===== config.mk =====
export PLATFORM = sky130hd
export DESIGN_NAME = vgdm_div_lane
export DESIGN_NICKNAME = d
export VERILOG_FILES = /design/src/vgdm_pkg.sv /design/src/vgdm_div_lane.sv
export SDC_FILE = /design/constraint.sdc
export NUM_CORES = 1
export LEC_CHECK = 0
export ABC_AREA = 1
export BUFFER_PORTS_ARGS = -buffer_cell sky130_fd_sc_hd__clkbuf_2
export CORE_MARGIN = 3
export CORE_UTILIZATION = 43
export CTS_BUF_LIST = sky130_fd_sc_hd__clkbuf_8
export DETAILED_ROUTE_END_ITERATION = 10
export GPL_ROUTABILITY_DRIVEN = 0
export GPL_TIMING_DRIVEN = 0
export PLACE_DENSITY = 0.67
export SLEW_MARGIN = 20
export SYNTH_ARGS = -nofsm -noshare
export SYNTH_HDL_FRONTEND = slang
export SYNTH_SLANG_ARGS = --single-unit

===== constraint.sdc =====
create_clock -name clock -period 4.3 [get_ports clock]
set_input_delay 0.43 -clock clock [delete_from_list [all_inputs] [get_ports clock]]
set_output_delay 0.43 -clock clock [all_outputs]
set_load 0.02 [all_outputs]

===== src/vgdm_pkg.sv =====
// vgdm_pkg: shared types and constants for the voxel grid duplicate marker.
// Used by vgdm_div_lane, vgdm_occ_map and voxel_grid_duplicate_marker.
// No dependencies.
package vgdm_pkg;

   localparam int CELL_SIZE_BITS = 23;
   localparam logic [CELL_SIZE_BITS-1:0] CELL_SIZE_RESET = 23'd256;
   localparam int INDEX_BITS = 24;
   localparam int AXES = 3;
   // log2 of the occupancy row width in bits
   localparam int MAP_ROW_LG = 6;

   typedef struct packed {
      logic done;
      logic in_range;
   } lane_status_type;

   typedef struct packed {
      logic rd;
      logic wr;
   } map_cmd_type;

   typedef enum logic [2:0] {
      ST_CLEAR,
      ST_IDLE,
      ST_DIVIDE,
      ST_LOOKUP,
      ST_UPDATE
   } ctrl_state_type;

endpackage


===== src/vgdm_div_lane.sv =====
// vgdm_div_lane: one axis lane, floor division of a coordinate by the cell size,
// restoring, one quotient bit per cycle, with grid range check.
// Depends on vgdm_pkg.
module vgdm_div_lane import vgdm_pkg::*; #(
   parameter int GRID_BITS  = 6,
   parameter int COORD_BITS = 24
) (
   input  logic                         clock,
   input  logic                         reset,
   input  logic                         load,
   input  logic signed [COORD_BITS-1:0] coord,
   input  logic [CELL_SIZE_BITS-1:0]    size,
   output lane_status_type              status,
   output logic [GRID_BITS-1:0]         vox
);

   localparam int WIDE = (COORD_BITS > CELL_SIZE_BITS + GRID_BITS) ?
                         COORD_BITS : CELL_SIZE_BITS + GRID_BITS;
   localparam int TW = WIDE + 2;
   localparam int CW = $clog2(GRID_BITS);

   logic signed [COORD_BITS-1:0] coord_ff;
   logic [CELL_SIZE_BITS-1:0]    size_ff;
   logic signed [TW-1:0]         rem_ff, rem_in;
   logic signed [TW-1:0]         div_ff, div_in;
   logic [GRID_BITS-1:0]         quo_ff, quo_in;
   logic                         ok_ff, ok_in;
   logic [CW-1:0]                cnt_ff;
   logic                         prep_ff, active_ff, first_ff, done_ff;

   logic signed [TW-1:0] coord_ext, size_ext, diff;
   logic                 take;

   always_comb begin
      coord_ext = TW'(coord_ff);
      size_ext  = $signed(TW'(size_ff));
      diff      = rem_ff - div_ff;
      take      = !diff[TW-1];
      rem_in    = rem_ff;
      div_in    = div_ff;
      quo_in    = quo_ff;
      ok_in     = ok_ff;
      if (prep_ff) begin
         // bias by half the grid so the quotient is the unsigned cell offset
         div_in = size_ext <<< (GRID_BITS - 1);
         rem_in = coord_ext + (size_ext <<< (GRID_BITS - 1));
      end else if (active_ff) begin
         if (first_ff) begin
            ok_in = !rem_ff[TW-1] && (rem_ff < (div_ff <<< 1));
         end
         rem_in = take ? diff : rem_ff;
         div_in = div_ff >>> 1;
         quo_in = {quo_ff[GRID_BITS-2:0], take};
      end
   end

   always_ff @(posedge clock) begin
      if (load) begin
         coord_ff <= coord;
         size_ff  <= size;
      end
      rem_ff <= rem_in;
      div_ff <= div_in;
      quo_ff <= quo_in;
      ok_ff  <= ok_in;
   end

   always_ff @(posedge clock) begin
      if (reset) begin
         prep_ff   <= 1'b0;
         active_ff <= 1'b0;
         first_ff  <= 1'b0;
         done_ff   <= 1'b0;
         cnt_ff    <= '0;
      end else begin
         done_ff <= 1'b0;
         if (load) begin
            prep_ff   <= 1'b1;
            active_ff <= 1'b0;
         end else if (prep_ff) begin
            prep_ff   <= 1'b0;
            active_ff <= 1'b1;
            first_ff  <= 1'b1;
            cnt_ff    <= CW'(GRID_BITS - 1);
         end else if (active_ff) begin
            first_ff <= 1'b0;
            if (cnt_ff == '0) begin
               active_ff <= 1'b0;
               done_ff   <= 1'b1;
            end else begin
               cnt_ff <= cnt_ff - 1'b1;
            end
         end
      end
   end

   assign status.done     = done_ff;
   assign status.in_range = ok_ff;
   assign vox             = quo_ff;

endmodule


==> load_flow_metrics.sql, run 1 <==
INSERT INTO impl_metrics (metric_group, metric, value, unit) VALUES
('detailed_routing', 'drt-vias-per-instance', '5.09', ''),
('pwr', 'power.leakage', '4.89', 'nW'),
('yosys', 'syn-mean-instance-area', '7.37', 'sq um'),
('sta', 'finalSetupViolations', '0', ''),
('run_status', 'status', 'finished, final reports clean', ''),
('yosys', 'yosysTopAreaCell', 'sky130_fd_sc_hd__edfxtp_1', ''),
('yosys', 'netlist_top_cells_area', 'sky130_fd_sc_hd__edfxtp_1, sky130_fd_sc_hd__nand2_1, sky130_fd_sc_hd__ha_1', ''),
('yosys', 'netlist_instances', '1184', ''),
('clocking', 'cts_max_level', '4', ''),
('sta', 'setup_repair_after_global_routing_missed_its_margin', 'no', ''),
('floorplanning', 'core.rowCount', '51', ''),
('sta', 'worst_slew_pin_slew', '0.749', 'ns'),
('pwr', 'switching_share', '33.3', '%'),
('placement', 'place.port_buffers', '57', ''),
('cells_and_area', 'area.growth.synth_to_final', '11.9', '%'),
('clocking', 'post_cts_resized', '0', ''),
('sta', 'report.final.hold_viol_count', '0', ''),
('yosys', 'post_synthesis_cell_type_count', '37', ''),
('placement', 'dp.cells', '1506', ''),
('sta', 'period_minus_slack', '2.83', 'ns'),
('pwr', 'comb_power_share', '28.1', '%'),
('cells_and_area', 'fillCellCount', '1907', ''),
('yosys', 'yosysWarningCount', '0', ''),
('cells_and_area', 'stdcell_count', '1538', ''),
('cells_and_area', 'num-nets-final', '1393', ''),
('flow_run', 'max_cap_violations', '0', ''),
('cells_and_area', 'leading_cell_types_in_the_layout_fill_and_taps_excluded', 'sky130_fd_sc_hd__nand2_1, sky130_fd_sc_hd__inv_1, sky130_fd_sc_hd__edfxtp_1', ''),
('clocking', 'cts.hold.buffers_added', '0', ''),
('yosys', 'mappedNetlistArea', '8730', 'sq um'),
('cells_and_area', 'mostFrequentLayoutCell', 'sky130_fd_sc_hd__nand2_1', ''),
('pwr', 'internal_power', '2.33', 'mW'),
('worst_setup_path', 'cp-start-kind', 'flip-flop', ''),
('detailed_routing', 'routed-via-count', '7836', ''),
('sta', 'timing_max_transition_violations_final', '0', ''),
('detailed_routing', 'drt_iter0_drc', '599', ''),
('sta', 'finalSetupTns', '0', 'ns'),
('pwr', 'netSwitchingPower', '1.16', 'mW'),
('global_route', 'grt_start_max_net_pins', '52', ''),
('pwr', 'pwr_density_cell', '358', 'nW/um^2'),
('pwr', 'seq_power_share', '40.7', '%'),
('floorplanning', 'dieArea', '22000', 'sq um'),
('detailed_routing', 'drc_errors', '0', ''),
('worst_setup_path', 'crit_arrival', '2.90', 'ns'),
('global_route', 'grt-ovfl-total', '0', ''),
('detailed_routing', 'routed_wl', '21900', 'microns'),
('floorplanning', 'boundaryPins', '58', ''),
('clocking', 'clk_pin_slew', '0.07', 'ns'),
('worst_setup_path', 'worst-path-max-fanout', '31', ''),
('yosys', 'mappedNetlistNets', '1317', ''),
('worst_hold_path', 'worstHoldPathType', 'input pin to flip-flop', ''),
('yosys', 'synth_seq_cells', '120', ''),
('floorplanning', 'die_h', '148', 'microns'),
('pwr', 'vdd_ir_drop_max', '0.229', 'mV'),
('detailed_routing', 'drt_pre_antenna_iters', '5', ''),
('floorplanning', 'coreArea', '19700', 'sq um'),
('detailed_routing', 'post_drt_wl_per_cell', '14.2', 'microns'),
('sta', 'final.period_utilization', '65.7', '%'),
('placement', 'total_half_perimeter_wirelength_after_legalization_and_detailed_placement', '17700', 'microns'),
('worst_setup_path', 'path_class', 'flip-flop to flip-flop', ''),
('clocking', 'worst_skew_pair.late_latency', '0.46', 'ns'),
('global_route', 'globalRouteTotalUtil', '20.6', '%'),
('sta', 'worst_slew_margin_rel', '49.9', '%'),
('yosys', 'synth_top_cell_area_share', '37.2', '%'),
('global_route', 'first_global_vias', '7485', ''),
('clocking', 'cts-root-to-sink-buffers', '2', ''),
('cells_and_area', 'antennaDiodeCount', '0', ''),
('global_route', 'antenna_found_initial', '0', ''),
('pwr', 'share_clk_of_total_power', '31.2', '%'),
('sta', 'fmax', '354', 'MHz'),
('clocking', 'cts_setup_buffers', '0', ''),
('clocking', 'tritoncts.num_buffers', '17', '');
[power by group through the flow]
stage	registers (mW)	logic (mW)	clock network, mW
2_1_floorplan	1.43	0.703	0
3_3_place_gp	1.45	0.940	0
3_5_place_dp	1.45	0.961	0
4_1_cts	1.42	0.968	1.10
5_1_grt	1.43	1.13	1.16
6_report	1.42	0.981	1.09
[critical path, stage by stage, from the launching register on]
cell and delay (ns):
sky130_fd_sc_hd__edfxtp_1 0.36, sky130_fd_sc_hd__inv_1 0.06, sky130_fd_sc_hd__ha_1 0.13, sky130_fd_sc_hd__inv_1 0.08
sky130_fd_sc_hd__fa_1 0.47, sky130_fd_sc_hd__nand2_1 0.12, sky130_fd_sc_hd__nand3_2 0.12, sky130_fd_sc_hd__nand2_1 0.10
sky130_fd_sc_hd__nand2_2 0.12, sky130_fd_sc_hd__nand2_2 0.10, sky130_fd_sc_hd__nand2_1 0.05, sky130_fd_sc_hd__nand2_1 0.07
sky130_fd_sc_hd__nand3_1 0.08, sky130_fd_sc_hd__nand2_2 0.55
[layer usage]
layer,track usage [%],share of wire (%),vias up,wire length [microns]
li1,-,-,3977,-
met1,26.7,44,3549,9600
met2,33.8,46,259,10200
met3,3.63,5.8,51,1260
met4,9.28,3.9,0,858
met5,0,0,-,0
[metrics by stage]
step	cell area [sq um]	setup slack (ns)	util, %
finish	9770	1.47	49.6
global route	9770	1.25	49.6
CTS	9770	1.45	49.5
detailed placement	9350	1.47	47.4
global placement	9350	1.10	47.4
floorplan	8730	1.69	-
[path summary, 6_finish.rpt]
kind / from / endpoint / depth (start not counted)
setup / recovery: rem_ff[0] / rem_ff[6] / 13
hold / removal: coord[0] / coord_ff[0] / 1
setup reg to reg: rem_ff[0] / rem_ff[6] / 13
hold reg to reg: vox[1] / vox[2] / 0
[kinds of logic after synthesis]
kind of cell               count (synthesis)  share of synthesized area (%)
buffers and inverters                    226                           9.89
xor gates and xnor gates                   8                          0.803
adders and majority gates                 83                           12.1
and+or+nand+nor                          609                           29.0
AOI/OAI and AO/OA                        138                           8.30
DFF                                      120                           39.9
[flip-flops by register name, summed over array words and instances (netlist names)]
signal,flops
active_ff,1
cnt_ff,3
coord_ff,24
div_ff,28
done_ff,1
first_ff,1
ok_ff,1
prep_ff,1
rem_ff,31
size_ff,23
vox,6
[Yosys cell counts]
| cell | number |
|---|---|
| sky130_fd_sc_hd__inv_1 | 211 |
| sky130_fd_sc_hd__xor2_1 | 5 |
| sky130_fd_sc_hd__dfxtp_1 | 12 |
| sky130_fd_sc_hd__a31oi_1 | 2 |
| sky130_fd_sc_hd__o21ai_0 | 57 |
| sky130_fd_sc_hd__nand3b_1 | 5 |
| sky130_fd_sc_hd__clkbuf_1 | 5 |
| sky130_fd_sc_hd__buf_2 | 3 |
| sky130_fd_sc_hd__a21o_1 | 1 |
| sky130_fd_sc_hd__buf_4 | 3 |
| sky130_fd_sc_hd__o21a_1 | 1 |
| sky130_fd_sc_hd__nor3_2 | 1 |
| sky130_fd_sc_hd__nor4_1 | 2 |
| sky130_fd_sc_hd__nor2_1 | 72 |
| sky130_fd_sc_hd__nor3_1 | 9 |
| sky130_fd_sc_hd__nand2_1 | 408 |
| sky130_fd_sc_hd__a21oi_1 | 64 |
| sky130_fd_sc_hd__o211ai_1 | 1 |
| sky130_fd_sc_hd__inv_2 | 1 |
| sky130_fd_sc_hd__edfxtp_1 | 108 |
| sky130_fd_sc_hd__ha_1 | 81 |
| sky130_fd_sc_hd__nand3_1 | 77 |
| sky130_fd_sc_hd__o22ai_1 | 5 |
| sky130_fd_sc_hd__o31ai_1 | 2 |
| sky130_fd_sc_hd__or2_2 | 3 |
| sky130_fd_sc_hd__nand3_2 | 2 |
| sky130_fd_sc_hd__nand2_2 | 6 |
| sky130_fd_sc_hd__o21bai_1 | 4 |
| sky130_fd_sc_hd__nand4_1 | 15 |
| sky130_fd_sc_hd__and2_1 | 4 |
| sky130_fd_sc_hd__xnor2_1 | 3 |
| sky130_fd_sc_hd__nor2_4 | 3 |
| sky130_fd_sc_hd__a211oi_1 | 1 |
| sky130_fd_sc_hd__nor2_2 | 1 |
| sky130_fd_sc_hd__or2_1 | 1 |
| sky130_fd_sc_hd__buf_1 | 3 |
| sky130_fd_sc_hd__fa_1 | 2 |
[layout make-up]
class	instances	area (sq um)	area share, %
multi-input cells	838	4380	44.9
flip-flops and latches	120	3480	35.7
plain buffers	14	67.6	0.692
clock buffers	17	234	2.39
clock inverters	15	186	1.91
repair buffers	57	288	2.95
inverters	212	796	8.14
well taps	265	332	3.39
Note: power is estimated with default switching activity, not from simulation.
==> run 2, diff against run 1 <==
--- a/config.mk
+++ b/config.mk
@@ -13,7 +13,7 @@
 export DETAILED_ROUTE_END_ITERATION = 10
 export GPL_ROUTABILITY_DRIVEN = 0
 export GPL_TIMING_DRIVEN = 0
-export PLACE_DENSITY = 0.67
+export PLACE_DENSITY = 0.69
 export SLEW_MARGIN = 20
 export SYNTH_ARGS = -nofsm -noshare
 export SYNTH_HDL_FRONTEND = slang
==> constraint.sdc (replaced) <==
create_clock -name clock -period 2.55 [get_ports clock]
set_input_delay 0.255 -clock clock [delete_from_list [all_inputs] [get_ports clock]]
set_output_delay 0.255 -clock clock [all_outputs]
set_load 0.02 [all_outputs]
==> run 2 against run 1 <==
Sequential share of layout area shrank 2.3 points. Critical endpoint is now rem_ff[30]. Sequential power grew 69%. Final area is 6.9% higher. Global-route usage increased by 1.0 points. Via count increased by 2.3%. Largest cell class unchanged. Sequential cell count unchanged. Register-to-register slack worse by 1.3 ns.
==> load_flow_metrics.sql, run 2 (synthesized netlist as in run 1, its figures left out) <==
INSERT INTO impl_metrics (metric_group, metric, value, unit) VALUES
('sta', 'worst_slew_margin_rel', '54.4', '%'),
('clocking', 'cts-root-to-sink-buffers', '2', ''),
('floorplanning', 'core.rowCount', '51', ''),
('pwr', 'power.leakage', '5.13', 'nW'),
('global_route', 'grt-ovfl-total', '0', ''),
('cells_and_area', 'stdcell_area', '10400', 'sq um'),
('cells_and_area', 'area.growth.synth_to_final', '19.6', '%'),
('sta', 'final.period_utilization', '95.1', '%'),
('run_status', 'status', 'finished, final reports clean', ''),
('placement', 'dp.cells', '1506', ''),
('cells_and_area', 'drive_gt1_share', '10.2', '%'),
('detailed_routing', 'drc_errors', '0', ''),
('cells_and_area', 'ff_latch_area', '3480', 'sq um'),
('clocking', 'clockRootBuffer', 'sky130_fd_sc_hd__clkbuf_8', ''),
('sta', 'clock_skew', '0.0131', 'ns'),
('cells_and_area', 'fillCellCount', '1839', ''),
('worst_hold_path', 'worstHoldPathType', 'input pin to flip-flop', ''),
('clocking', 'cts_sinks', '120', ''),
('global_route', 'grt_pass1_wl', '37500', 'microns'),
('cells_and_area', 'reg.largest.list', 'rem_ff: 31 flops, div_ff: 28 flops, coord_ff: 24 flops', ''),
('cells_and_area', 'num-nets-final', '1444', ''),
('placement', 'post_dp_cell_area', '9350', 'sq um'),
('cells_and_area', 'utilization', '52.9', '%'),
('floorplanning', 'dieArea', '22000', 'sq um'),
('detailed_routing', 'post_drt_wl_per_cell', '14.6', 'microns'),
('pwr', 'pwr_density_cell', '589', 'nW/um^2'),
('global_route', 'antenna_found_initial', '0', ''),
('detailed_routing', 'antenna_violating_nets_post_route', '0', ''),
('pwr', 'vdd_ir_drop_max', '0.348', 'mV'),
('floorplanning', 'boundaryPins', '58', ''),
('flow_run', 'max_cap_violations', '0', ''),
('floorplanning', 'initial_core_util', '44.3', '%'),
('cells_and_area', 'mostFrequentLayoutCell', 'sky130_fd_sc_hd__nand2_1', ''),
('sta', 'finalSetupViolations', '0', ''),
('worst_setup_path', 'critical-path-max-stage-delay', '0.45', 'ns'),
('detailed_routing', 'drt-vias-per-instance', '5.05', ''),
('worst_setup_path', 'timing.critical_path.slowest_stage_cell', 'sky130_fd_sc_hd__edfxtp_1', ''),
('floorplanning', 'coreArea', '19700', 'sq um'),
('sta', 'fmax', '413', 'MHz'),
('cells_and_area', 'area_occupied_by_multi_input_gates', '4490', 'sq um'),
('sta', 'timing_max_transition_violations_final', '0', ''),
('global_route', 'globalRouteTotalUtil', '21.7', '%'),
('floorplanning', 'die_h', '148', 'microns'),
('sta', 'period_minus_slack', '2.42', 'ns'),
('placement', 'total_half_perimeter_wirelength_after_legalization_and_detailed_placement', '17600', 'microns'),
('cells_and_area', 'stdcell_count', '1589', ''),
('clocking', 'tritoncts.num_buffers', '17', ''),
('clocking', 'clk_pin_slew', '0.08', 'ns'),
('sta', 'report.final.hold_viol_count', '0', ''),
('worst_setup_path', 'crit_arrival', '2.60', 'ns'),
('worst_setup_path', 'endpoint_kind', 'flip-flop', ''),
('clocking', 'tritoncts', 'done', ''),
('clocking', 'cts_max_level', '4', ''),
('detailed_routing', 'routed_wl', '23200', 'microns'),
('clocking', 'worst_skew_pair.late_latency', '0.46', 'ns'),
('worst_setup_path', 'cp-start-kind', 'flip-flop', ''),
('sta', 'worst_slew_pin_slew', '0.682', 'ns'),
('worst_setup_path', 'cp_buf_inv_count', '1', ''),
('cells_and_area', 'antennaDiodeCount', '0', ''),
('worst_setup_path', 'timing.critical_path.max_delay_family', 'simple AND/OR/NAND/NOR gates', ''),
('worst_setup_path', 'path_class', 'flip-flop to flip-flop', ''),
('detailed_routing', 'routed-via-count', '8017', ''),
('worst_setup_path', 'worst-endpoint-required', '2.72', 'ns'),
('global_route', 'first_global_vias', '7754', ''),
('worst_setup_path', 'path_cells', 'ha_1, nand2_1, nor2_4, and2_1, nand2_2, nand2_4, nand2_2, nand3_1, nand3_4, nand2_4, clkbuf_16', ''),
('worst_setup_path', 'worst-path-max-fanout', '7', ''),
('detailed_routing', 'drt_pre_antenna_iters', '5', ''),
('cells_and_area', 'largest_reg_flops', '31', ''),
('sta', 'finalSetupTns', '0', 'ns'),
('placement', 'place.port_buffers', '57', ''),
('cells_and_area', 'max_flop_register', 'rem_ff', ''),
('detailed_routing', 'drt_iter0_drc', '572', ''),
('floorplanning', 'chipWidth', '148', 'microns'),
('global_route', 'grt_start_max_net_pins', '52', ''),
('sta', 'final.hold.worst_slack', '0.0625', 'ns'),
('cells_and_area', 'leading_cell_types_in_the_layout_fill_and_taps_excluded', 'sky130_fd_sc_hd__nand2_1, sky130_fd_sc_hd__inv_1, sky130_fd_sc_hd__edfxtp_1', '');
==> run 2: cell count changes in the layout (fill, tap and decap cells not counted), sizes merged, moves of 2 or more <==
cell	delta
dlygate4sd3	+47
clkinv	+3
inv	-3
buf	+2
==> run 2: where the power goes <==
part / leakage, nW / internal (mW) / total, mW / switching [mW]
Clock: 0.224 / 1.17 / 1.99 / 0.820
Combinational: 3.77 / 0.630 / 1.76 / 1.13
Sequential: 1.14 / 2.32 / 2.40 / 0.0781
Total: 5.13 / 4.12 / 6.15 / 2.03
==> run 2: worst paths after layout <==
path	slack (ns)	cells past startpoint	startpoint	end
max	0.13	11	rem_ff[6]	rem_ff[30]
max reg2reg	0.13	11	rem_ff[6]	rem_ff[30]
min reg2reg	0.45	0	vox[4]	vox[5]
min	0.06	2	reset	cnt_ff[2]
==> run 2: layout make-up <==
class / count / area share, %
clock inverters: 15 / 2.17
inverters: 212 / 7.62
clock buffers: 17 / 2.24
well taps: 265 / 3.18
flip-flops and latches: 120 / 33.4
plain buffers: 14 / 0.647
repair buffers: 107 / 7.77
multi-input cells: 839 / 43.0
==> run 2: stage by stage <==
stage                     power (mW)  setup slack (ns)
after global routing            6.53          -0.00831
final                           6.15             0.126
after detailed placement        4.06            -0.282
after CTS                       6.11            0.0649
after floorplan                 3.60             0.214
after global placement          4.02            -0.225
==> run 2: timing repair <==
action / 4_1_cts / 5_1_grt
gates cloned: 1 / 1
setup buffers: 1 / 1
endpoints found under the hold margin: 47 / 0
pin swaps: 2 / 2
setup endpoints to repair: 31 / 32
hold buffers: 47 / 0
gates resized for setup: 5 / 18
==> run 2: layer usage <==
layer / vias up / track usage, % / share of wire, %
met4: 0 / 8.82 / 3.2
met2: 238 / 37.2 / 49
met1: 3640 / 27.5 / 43
li1: 4093 / - / -
met5: - / 0 / 0
met3: 46 / 3.11 / 5.4
==> run 3, diff against run 2 <==
--- a/config.mk
+++ b/config.mk
@@ -8,12 +8,12 @@
 export ABC_AREA = 1
 export BUFFER_PORTS_ARGS = -buffer_cell sky130_fd_sc_hd__clkbuf_2
 export CORE_MARGIN = 3
-export CORE_UTILIZATION = 43
+export CORE_UTILIZATION = 57
 export CTS_BUF_LIST = sky130_fd_sc_hd__clkbuf_8
 export DETAILED_ROUTE_END_ITERATION = 10
 export GPL_ROUTABILITY_DRIVEN = 0
 export GPL_TIMING_DRIVEN = 0
-export PLACE_DENSITY = 0.69
+export PLACE_DENSITY = 0.86
 export SLEW_MARGIN = 20
 export SYNTH_ARGS = -nofsm -noshare
 export SYNTH_HDL_FRONTEND = slang
==> run 3 against run 2 <==
Worst setup slack worse by 0.045 ns. Combinational power up 3%. Sequential cell count unchanged. Wire length up 9.5%. Via count up 8.9%. Utilization up 17 points. Global-route usage up 8.7 points. Clock skew up 0.0010 ns. Register-to-register slack worse by 0.04 ns. Non-clock buffer count unchanged. Largest power group unchanged.
==> load_flow_metrics.sql, run 3 (synthesized netlist as in run 1, its figures left out) <==
INSERT INTO impl_metrics (metric_group, metric, value, unit) VALUES
('detailed_routing', 'antenna_violating_nets_post_route', '0', ''),
('worst_setup_path', 'reg2reg_setup_slack', '0.08', 'ns'),
('worst_hold_path', 'worstHoldStart', 'reset', ''),
('pwr', 'netSwitchingPower', '2.15', 'mW'),
('clocking', 'cts_sinks', '120', ''),
('sta', 'fmax', '405', 'MHz'),
('clocking', 'cts_max_level', '4', ''),
('sta', 'period_minus_slack', '2.47', 'ns'),
('cells_and_area', 'area.growth.synth_to_final', '17.4', '%'),
('pwr', 'pwr_density_cell', '591', 'nW/um^2'),
('cells_and_area', 'utilization', '69.5', '%'),
('worst_setup_path', 'r2r_start', 'rem_ff[0]', ''),
('global_route', 'grt_start_max_net_pins', '52', ''),
('placement', 'place.port_buffers', '57', ''),
('floorplanning', 'initial_core_util', '59.2', '%'),
('cells_and_area', 'antennaDiodeCount', '0', ''),
('worst_setup_path', 'worst-endpoint-required', '2.75', 'ns'),
('cells_and_area', 'max_flop_register', 'rem_ff', ''),
('pwr', 'seq_power_share', '39.7', '%'),
('sta', 'clock_skew', '0.0141', 'ns'),
('detailed_routing', 'drt_iter0_drc', '1068', ''),
('cells_and_area', 'num-nets-final', '1444', ''),
('pwr', 'internal_power', '3.91', 'mW'),
('cells_and_area', 'reg.largest.list', 'rem_ff: 31 flops, div_ff: 28 flops, coord_ff: 24 flops', ''),
('pwr', 'share_clk_of_total_power', '30.2', '%'),
('clocking', 'clockRootBuffer', 'sky130_fd_sc_hd__clkbuf_8', ''),
('pwr', 'power.leakage', '5.10', 'nW'),
('worst_hold_path', 'worstHoldPathType', 'input pin to flip-flop', ''),
('global_route', 'globalRouteTotalUtil', '30.3', '%'),
('run_status', 'status', 'finished, final reports clean', ''),
('sta', 'report.final.hold_viol_count', '0', ''),
('sta', 'post-route-worst-setup-slack', '0.0812', 'ns'),
('worst_setup_path', 'cpMostUsedCell', 'sky130_fd_sc_hd__nand2_1', ''),
('global_route', 'antenna_found_initial', '0', ''),
('placement', 'total_half_perimeter_wirelength_after_legalization_and_detailed_placement', '17300', 'microns'),
('worst_setup_path', 'worstRegToRegCells', '14', ''),
('cells_and_area', 'leading_cell_types_in_the_layout_fill_and_taps_excluded', 'sky130_fd_sc_hd__nand2_1, sky130_fd_sc_hd__inv_1, sky130_fd_sc_hd__edfxtp_1', ''),
('sta', 'finalSetupViolations', '0', ''),
('clocking', 'worst_skew_pair.late_latency', '0.48', 'ns'),
('floorplanning', 'chipWidth', '130', 'microns'),
('pwr', 'switching_share', '35.4', '%'),
('detailed_routing', 'drt-vias-per-instance', '5.79', ''),
('worst_setup_path', 'cp.depth', '14', ''),
('worst_setup_path', 'path_class', 'flip-flop to flip-flop', ''),
('detailed_routing', 'routed_wl', '25400', 'microns'),
('worst_setup_path', 'endpoint_kind', 'flip-flop', ''),
('global_route', 'grt-ovfl-total', '0', ''),
('clocking', 'cts-root-to-sink-buffers', '2', ''),
('worst_setup_path', 'timing.critical_path.max_delay_family', 'simple AND/OR/NAND/NOR gates', ''),
('worst_setup_path', 'cp-start-kind', 'flip-flop', ''),
('detailed_routing', 'routed-via-count', '8734', ''),
('global_route', 'first_global_vias', '8302', ''),
('sta', 'final.period_utilization', '96.8', '%'),
('worst_setup_path', 'path_cells', 'inv_1, ha_1, inv_1, fa_2, nand2_1, nand3_2, nand2_2, nand2_4, nand2_2, nand2_1, nand2_1, nand3_4, nand2_4, clkbuf_16', ''),
('clocking', 'tritoncts', 'done', ''),
('placement', 'dp.cells', '1425', ''),
('worst_setup_path', 'timing.critical_path.slowest_stage_cell', 'sky130_fd_sc_hd__fa_2', ''),
('worst_setup_path', 'critical-path-max-stage-delay', '0.44', 'ns'),
('sta', 'worst_slew_pin_slew', '0.774', 'ns'),
('cells_and_area', 'fillCellCount', '1102', ''),
('sta', 'worst_slew_margin_rel', '48.4', '%'),
('placement', 'preCtsSetupSlack', '-0.230', 'ns'),
('pwr', 'comb_power_share', '30.0', '%'),
('cells_and_area', 'drive_gt1_share', '9.52', '%'),
('sta', 'timing_max_transition_violations_final', '0', ''),
('cells_and_area', 'stdcell_count', '1508', ''),
('worst_setup_path', 'startpoint', 'rem_ff[0]', ''),
('cells_and_area', 'mostFrequentLayoutCell', 'sky130_fd_sc_hd__nand2_1', ''),
('floorplanning', 'dieArea', '16800', 'sq um'),
('worst_setup_path', 'cp_buf_inv_count', '3', ''),
('detailed_routing', 'post_drt_wl_per_cell', '16.8', 'microns'),
('detailed_routing', 'drt_pre_antenna_iters', '5', ''),
('pwr', 'report.power.total', '6.06', 'mW'),
('worst_setup_path', 'crit-reg2reg-capture', 'rem_ff[9]', ''),
('floorplanning', 'die_h', '130', 'microns'),
('clocking', 'tritoncts.num_buffers', '17', ''),
('clocking', 'clk_pin_slew', '0.08', 'ns'),
('cells_and_area', 'largest_reg_flops', '31', ''),
('sta', 'finalSetupTns', '0', 'ns'),
('pwr', 'vdd_ir_drop_max', '0.506', 'mV'),
('global_route', 'grt_pass1_wl', '39600', 'microns'),
('floorplanning', 'boundaryPins', '58', ''),
('worst_setup_path', 'critical_path.endpoint', 'rem_ff[9]', ''),
('worst_setup_path', 'worst-path-max-fanout', '7', ''),
('floorplanning', 'coreArea', '14800', 'sq um'),
('flow_run', 'max_cap_violations', '0', ''),
('floorplanning', 'core.rowCount', '44', ''),
('worst_setup_path', 'crit_arrival', '2.67', 'ns'),
('detailed_routing', 'drc_errors', '0', '');
-- run 3: repair_timing --
item | in CTS | in global routing
endpoints found under the hold margin | 47 | 0
hold buffers | 47 | 0
pin swaps | 0 | 4
gates cloned | 0 | 2
endpoints found under the setup margin | 31 | 34
buffers inserted | 0 | 2
resized for setup | 2 | 11
-- run 3: final cells by class --
type,count,area (sq um),share of cell area [%]
Multi-Input combinational cell,839,4450,43.4
Sequential cell,120,3480,34.0
Timing Repair Buffer,107,811,7.91
Inverter,212,796,7.77
Clock buffer,17,234,2.28
Tap cell,184,230,2.25
Clock inverter,15,179,1.75
Buffer,14,67.6,0.659
-- run 3: stage by stage --
stage	hold WS [ns]	instance area (sq um)
after floorplan	0.324	8730
after global placement	0.429	9250
after detailed placement	0.434	9250
after CTS	0.0439	10100
after global routing	0.0635	10200
final	0.0406	10200
-- run 3: power groups by stage --
stage	combinational (mW)	sequential (mW)	clock [mW]
after floorplan	1.19	2.42	0
after global placement	1.54	2.44	0
after detailed placement	1.62	2.44	0
after CTS	1.70	2.40	1.80
after global routing	2.02	2.42	1.91
final	1.82	2.41	1.83
-- run 3: worst min-delay path by stage --
stage / cells after the start / end
2_1_floorplan: 1 / first_ff
3_3_place_gp: 0 / vox[2]
3_5_place_dp: 1 / coord_ff[13]
4_1_cts: 2 / first_ff
5_1_grt: 2 / first_ff
6_report: 2 / first_ff
-- run 3: layer usage --
layer	global-route usage, %	share of wire [%]
met1	37.0	37
met4	15.5	5.3
met2	51.8	48
met5	0	0
met3	5.40	10
